### src/design/fixed_point_matrix_vector_multiply_unit_macros.svh
// assertion helpers used by the top-level design file
// each expects clk and rst_n in scope
`ifndef FIXED_POINT_MATRIX_VECTOR_MULTIPLY_UNIT_MACROS_SVH
`define FIXED_POINT_MATRIX_VECTOR_MULTIPLY_UNIT_MACROS_SVH

// same-cycle implication
`define FPMV_ASSERT_IMPL(lbl, ante, cons, msg) \
    lbl: assert property (@(posedge clk) disable iff (!rst_n) (ante) |-> (cons)) \
        else $error(msg);

// next-cycle implication
`define FPMV_ASSERT_NEXT(lbl, ante, cons, msg) \
    lbl: assert property (@(posedge clk) disable iff (!rst_n) (ante) |=> (cons)) \
        else $error(msg);

`endif

### src/design/fpmv_pkg.sv
`timescale 1ns / 1ps

package fpmv_pkg;

    localparam int MAX_ROWS  = 32;
    localparam int MAX_COLS  = 32;
    localparam int FRAC_BITS = 16;

    localparam int ROW_W  = $clog2(MAX_ROWS);
    localparam int COL_W  = $clog2(MAX_COLS);
    localparam int ADDR_W = ROW_W + COL_W;
    localparam int MAT_DEPTH = MAX_ROWS * MAX_COLS;

    localparam int CNT_W  = 6;
    localparam int DATA_W = 32;
    localparam int ACC_W  = 64;
    localparam int OP_W   = 2;
    localparam int IDX_W  = 5;

    localparam int IN_TDATA_W  = 48;
    localparam int OUT_TDATA_W = 40;

    localparam logic [OP_W-1:0] OP_LOAD_MAT = 2'd0;
    localparam logic [OP_W-1:0] OP_LOAD_VEC = 2'd1;
    localparam logic [OP_W-1:0] OP_COMPUTE  = 2'd2;

    localparam logic CFG_ROW_COUNT = 1'b0;
    localparam logic CFG_COL_COUNT = 1'b1;

    // one multiply-accumulate step issued by the sequencer
    typedef struct packed {
        logic             valid;
        logic             first;
        logic             last_col;
        logic             zero;
        logic [ROW_W-1:0] row;
        logic             last_row;
    } tag_t;

    // finished row coming out of the datapath
    typedef struct packed {
        logic              pending;
        logic              done;
        logic [ROW_W-1:0]  row;
        logic              last_row;
        logic [DATA_W-1:0] value;
        logic              clip;
    } res_t;

endpackage

### src/design/fpmv_mac.sv
`timescale 1ns / 1ps

module fpmv_mac
(
    input  logic                         clk,
    input  logic                         rst_n,
    input  logic                         adv,
    input  fpmv_pkg::tag_t               issue,
    input  logic [fpmv_pkg::DATA_W-1:0]  mat_data,
    input  logic [fpmv_pkg::DATA_W-1:0]  vec_data,
    output fpmv_pkg::res_t               res
);

    fpmv_pkg::tag_t                     tag1_reg;
    fpmv_pkg::tag_t                     tag2_reg;
    logic signed [fpmv_pkg::ACC_W-1:0]  prod_reg;
    logic signed [fpmv_pkg::ACC_W-1:0]  prod_next;
    logic signed [fpmv_pkg::ACC_W-1:0]  acc_reg;
    logic signed [fpmv_pkg::ACC_W-1:0]  acc_next;
    logic signed [fpmv_pkg::ACC_W-1:0]  shifted;
    logic                               done_reg;
    logic [fpmv_pkg::ROW_W-1:0]         row3_reg;
    logic                               last3_reg;
    logic                               in_range;

    // stage 2: full 64-bit product, forced to zero when no columns are in use
    assign prod_next = tag1_reg.zero ? '0
                     : fpmv_pkg::ACC_W'($signed(mat_data))
                       * fpmv_pkg::ACC_W'($signed(vec_data));

    // stage 3: scale back to q16.16 and accumulate, wrapping at 64 bits
    assign shifted  = prod_reg >>> fpmv_pkg::FRAC_BITS;
    assign acc_next = (tag2_reg.first ? '0 : acc_reg) + shifted;

    always_ff @(posedge clk or negedge rst_n)
    begin
        if (!rst_n)
        begin
            tag1_reg  <= '0;
            tag2_reg  <= '0;
            acc_reg   <= '0;
            done_reg  <= 1'b0;
            row3_reg  <= '0;
            last3_reg <= 1'b0;
        end
        else if (adv)
        begin
            tag1_reg <= issue;
            tag2_reg <= tag1_reg;
            done_reg <= tag2_reg.valid && tag2_reg.last_col;
            if (tag2_reg.valid)
            begin
                acc_reg   <= acc_next;
                row3_reg  <= tag2_reg.row;
                last3_reg <= tag2_reg.last_row;
            end
        end
    end

    always_ff @(posedge clk)
    begin
        if (adv)
        begin
            prod_reg <= prod_next;
        end
    end

    // fits in 32 bits when the top 33 bits agree
    assign in_range = (acc_reg[fpmv_pkg::ACC_W-1:fpmv_pkg::DATA_W-1] == '0)
                   || (acc_reg[fpmv_pkg::ACC_W-1:fpmv_pkg::DATA_W-1] == '1);

    always_comb
    begin
        res.pending  = tag1_reg.valid || tag2_reg.valid || done_reg;
        res.done     = done_reg;
        res.row      = row3_reg;
        res.last_row = last3_reg;
        res.clip     = !in_range;
        if (in_range)
        begin
            res.value = acc_reg[fpmv_pkg::DATA_W-1:0];
        end
        else if (acc_reg[fpmv_pkg::ACC_W-1])
        begin
            res.value = {1'b1, {(fpmv_pkg::DATA_W-1){1'b0}}};
        end
        else
        begin
            res.value = {1'b0, {(fpmv_pkg::DATA_W-1){1'b1}}};
        end
    end

endmodule

### config.mk
export PLATFORM = sky130hd
export DESIGN_NAME = fpmv_mac
export DESIGN_NICKNAME = d
export VERILOG_FILES = /design/src/design/fixed_point_matrix_vector_multiply_unit_macros.svh /design/src/design/fpmv_pkg.sv /design/src/design/fpmv_mac.sv
export SDC_FILE = /design/constraint.sdc
export NUM_CORES = 2
export LEC_CHECK = 0
export BUFFER_PORTS_ARGS = -buffer_cell sky130_fd_sc_hd__buf_2
export CORE_MARGIN = 5
export CORE_UTILIZATION = 50
export CTS_BUF_LIST = sky130_fd_sc_hd__clkbuf_8
export CTS_CLUSTER_DIAMETER = 80
export DETAILED_ROUTE_END_ITERATION = 10
export GPL_ROUTABILITY_DRIVEN = 0
export GPL_TIMING_DRIVEN = 0
export HOLD_SLACK_MARGIN = 0.1
export PLACE_DENSITY = 0.65
export SETUP_SLACK_MARGIN = 0.5
export SYNTH_ARGS = -nofsm -noshare
export SYNTH_HDL_FRONTEND = slang
export SYNTH_SLANG_ARGS = --single-unit
export TNS_END_PERCENT = 50
### constraint.sdc
create_clock -name clk -period 4.6 [get_ports clk]
set_input_delay 0 -clock clk [delete_from_list [all_inputs] [get_ports clk]]
set_output_delay 0 -clock clk [all_outputs]
set_load 0.02 [all_outputs]
---- After elaboration in Yosys (flattened, before gate mapping) ----
Index checks and enable logic that the tools add are counted.
word-level totals
  output and inout port bits .............. 41
  bits in registers ....................... 154
  bits of input ports ..................... 77
  word-level logic and storage cells ...... 29
cells by class
  multipliers ............................. 1
  reductions and logical operators ........ 7
  muxes and demuxes ....................... 3
  add/sub/neg operators ................... 1
  eq/ne operators ......................... 1
operators by type and width
  operator              count
  $add 64x64->64        1
  $mul 32x32->64        1
  $mux 32               2
  $mux 64               1
  $eq 33x33->1 const B  1
  $logic_not 33->1      1
  $logic_or 1x1->1      3
  $reduce_and 2->1      1
  $logic_and 1x1->1     1
  $logic_not 1->1       1

---- Logic depth before layout (Yosys ltp) ----
  depth after elaboration ................. 3
  depth in mapped cells ................... 31
  gate-level depth less buffers ........... 29

---- Worst setup path before layout ----
No wires, ideal clock.
  path kind ............................... input-to-reg
  start point ............................. input mat_data[31] in the netlist's numbering
  end point ............................... register prod_reg[60] in the netlist's numbering, data pin
  library setup time ...................... 266 ps
  path slack .............................. -2760 ps
  required time ........................... 4334 ps
  arrival ................................. 7094 ps
  buffers on the path ..................... 1
  stages on the path ...................... 27
  cells stage by stage .................... clkbuf_1 > nand2_1 > inv_1 > fa_1 > inv_1 > fa_1 > inv_1 > fa_1 > fa_1 > inv_1 > fa_1 > inv_1 > fa_1 > inv_1 > fa_1 > inv_1 > fa_1 > ha_1 > a21oi_1 > o21bai_1 > a221oi_1 > o21ai_0 > a221o_1 > a21oi_1 > o31ai_2 > xnor2_1 > nor2_1
on the way
  cells in the longest elaborated chain, start to end .. 1
ends and longest elaborated chain
  element                 line            source
  start: declaration      fpmv_mac.sv:9   input logic [fpmv_pkg::DATA_W-1:0] mat_data,
  $mul 32x32->64          fpmv_mac.sv:29  * fpmv_pkg::ACC_W'($signed(vec_data));
  end signal: assignment  fpmv_mac.sv:64  prod_reg <= prod_next;
  end: declaration        fpmv_mac.sv:16  logic signed [fpmv_pkg::ACC_W-1:0] prod_reg;
No other way between the ends.
A chain may end at the register's enable or synchronous reset.

---- Final worst setup path ----
  start point ............................. input vec_data[9] in the netlist's numbering
  end point ............................... register prod_reg[57] in the netlist's numbering, data pin
on the way
  cells in the longest elaborated chain, start to end .. 1
ends and longest elaborated chain
  element             line            source
  start: declaration  fpmv_mac.sv:10  input logic [fpmv_pkg::DATA_W-1:0] vec_data,
  $mul 32x32->64      fpmv_mac.sv:29
No other way between the ends.

==> impl_metrics.tcl <==
set metrics [dict create \
    worst_slack_ns -2.57 \
    wl_per_cell_um 25.6 \
    path_class "in -> reg" \
    reg2reg_slack_ns 0.68 \
    cp.arrival_ns 7.37 \
    num_rows 110 \
    ys_ff_latch 138 \
    setup_violations 48 \
    worstHoldPathCells 3 \
    port_buffers 117 \
    grt_pass1_vias 38303 \
    syn-cell-area_um2 45000 \
    grt_overflow_total 0 \
    die-area_um2 96100 \
    min_path_type "in -> reg" \
    worst_pin_slew_ns 1.20 \
    grt_pass1_wl_um 241000 \
    insertion_delay_ns 0.47 \
    rr_worst_depth 16 \
    ys_types 76 \
    place_ws_ns -4.00 \
    synth_cells 4845 \
    final_net_count 6580 \
    grt_antenna_before_repair 10 \
    rsz0062_at_grt "yes" \
    synth-async-reset-ratio 0.652 \
    root_buffer "clkbuf_8" \
    cp-start-kind "primary input" \
    maxSlewHeadroom 0.197 \
    hold_path_end "tag1_reg[7]" \
    dr.pass1.iters 8 \
    synth-edff-count 48 \
    finClkSkew_ns 0.0205 \
    r2r_start "tag2_reg[8]" \
    drv_cap 0 \
    required_ns 4.80 \
    cts_sinks 138 \
    die_h_um 310 \
    hold_violations 0 \
    via_per_inst 5.70 \
    critical_path.max_fanout 10 \
    yosysSeqAreaShare 0.0821 \
    routed-via-count 36364 \
    cts_buffers 17 \
    cts_tree "done" \
    status "finished, violations left" \
    cts_max_level 4 \
    slew_viol_final 0 \
    violations "negative setup slack" \
    yosys_warnings 0 \
    period_needed_ns 7.17 \
    grt_use_total 0.342 \
    io_pins 118 \
    routed_wl_um 163000 \
    fmax_ghz 0.139 \
    hold_start "issue[7]" \
    period_share 1.56 \
    hpwl_um 127000 \
    ys.flop_type "dfrtp_1" \
    dieWidth_um 310 \
    clk_path_buf_depth 2 \
    clkTransAtPathRegs_ns 0.08 \
    coreArea_um2 89600 \
    drt.antenna.violating_nets 0 \
    largest_register_ffs 64 \
    grt_max_degree 55 \
    start_util 0.502 \
    areaGrowthSynthToFinish_pct 19.3 \
    critPathCaptureType "flip-flop" \
    drtIter0Drc 3719 \
    n_fill_cell 7464 \
    synth.net_count 6247 \
    drive_gt1_frac 0.169 \
    r2r_end "acc_reg[60]" \
    syn_area_per_cell_um2 9.29 \
    drc_errors 0 \
]
## placed cells by master (no fill, tap or decap), types with 9 or more instances in the layout
cell / count
a21o_1: 99
a21oi_1: 121
a21oi_2: 20
and2_1: 452
and2_4: 36
buf_12: 16
buf_2: 71
buf_4: 161
buf_6: 53
buf_8: 20
clkbuf_1: 41
clkbuf_16: 96
clkbuf_2: 28
clkbuf_4: 16
clkbuf_8: 68
dfrtp_1: 90
diode_2: 15
dlygate4sd3_1: 12
edfxtp_1: 48
fa_1: 1007
fa_2: 75
ha_1: 210
ha_4: 29
inv_1: 971
inv_2: 36
mux2_2: 29
nand2_1: 636
nand2_2: 11
nand2b_1: 17
nand3_1: 21
nand4_1: 36
nor2_1: 113
nor2b_1: 75
nor3_1: 13
nor4_1: 9
o21ai_0: 102
o21ai_1: 19
o21bai_1: 23
xnor2_1: 71
xor2_1: 40
## timing repair
action | in CTS | in global routing
gates cloned | 7 | 3
setup buffers | 143 | 30
hold buffers | 13 | 0
pin swaps | 158 | 89
gates resized for setup | 749 | 169
setup endpoints to repair | 72 | 64
endpoints found under the hold margin | 100 | 0
## metal layers
metal / track usage / wire length [um] / vias up / share of wire
li1: - / - / 15181 / -
met1: 0.432 / 59700 / 18113 / 0.37
met2: 0.508 / 68900 / 2422 / 0.42
met3: 0.145 / 23400 / 640 / 0.14
met4: 0.171 / 11300 / 8 / 0.069
met5: 0.00148 / 189 / - / 0.0012
## Yosys cell counts, types with 48 or more instances
cell type	instances	share of area
and2_1	488	0.068
ha_1	243	0.068
o21ai_0	116	0.013
a21oi_1	142	0.016
nor2b_1	76	0.011
xnor2_1	76	0.015
nor2_1	119	0.0099
a21o_1	99	0.017
fa_1	1082	0.48
nand2_1	651	0.054
clkbuf_1	242	0.020
dfrtp_1	90	0.050
edfxtp_1	48	0.032
inv_1	1012	0.084
## area by class of cell
cell class                 count  area, um^2  area share
multi-input combinational   3440       37800       0.705
inverter                    1012        3810      0.0711
buffer                       255        3710      0.0692
sequential                   138        3690      0.0688
timing repair buffer         314        2740      0.0510
tap                         1176        1470      0.0274
clock buffer                  18         248     0.00462
clock inverter                14         118     0.00219
antenna                       15        37.5    0.000699
## cell families after synthesis
kind of cell               count (synthesis)  synth area share
AOI/OAI and AO/OA                        487            0.0694
xor gates and xnor gates                 116            0.0226
adders and majority gates               1325             0.549
buffers and inverters                   1267             0.106
DFF                                      138            0.0821
muxes                                     29           0.00726
and+or+nand+nor                         1483             0.164
## how the worst max path moves through the flow
stage / startpoint / endpoint / slack [ns] / cells after the start
4_1_cts: mat_data[17] / prod_reg[58] / -2.46 / 27
2_1_floorplan: mat_data[31] / prod_reg[60] / -2.46 / 24
3_3_place_gp: vec_data[7] / prod_reg[60] / -3.95 / 27
5_1_grt: mat_data[15] / prod_reg[57] / -2.69 / 26
6_report: vec_data[9] / prod_reg[57] / -2.57 / 25
3_5_place_dp: vec_data[7] / prod_reg[60] / -4.00 / 27
## stage by stage
step           setup TNS [ns]  instance area (um^2)  hold WS [ns]  utilization  cells
2_1_floorplan          -84.20                 45700        -0.296            -   4845
5_1_grt               -105.19                 53600         0.299        0.599   6369
6_report               -98.25                 53700         0.296        0.599   6382
4_1_cts                -88.85                 52800         0.258        0.590   6334
3_5_place_dp          -154.50                 47800      -0.00439        0.533   6139
3_3_place_gp          -152.26                 47700         0.234        0.533   6138
## worst max-delay path, cell delays in order
cell and delay, ns:
buf_4 0.15, clkbuf_8 0.21, and2_1 0.19, fa_1 0.49, fa_1 0.55, inv_1 0.06, fa_1 0.47, fa_1 0.54
inv_1 0.05, fa_1 0.56, fa_1 0.48, fa_1 0.59, inv_2 0.06, fa_2 0.59, inv_2 0.06, ha_4 0.29
nand2_2 0.06, or3_4 0.40, or4_4 0.51, o41ai_4 0.32, buf_4 0.20, a31oi_4 0.12, o21bai_2 0.16, xnor2_1 0.15
nor2_1 0.07
Power is left out: the tool's default activity adds up to more than one toggle a clock period on the data nets, which glitch-free logic cannot reach.
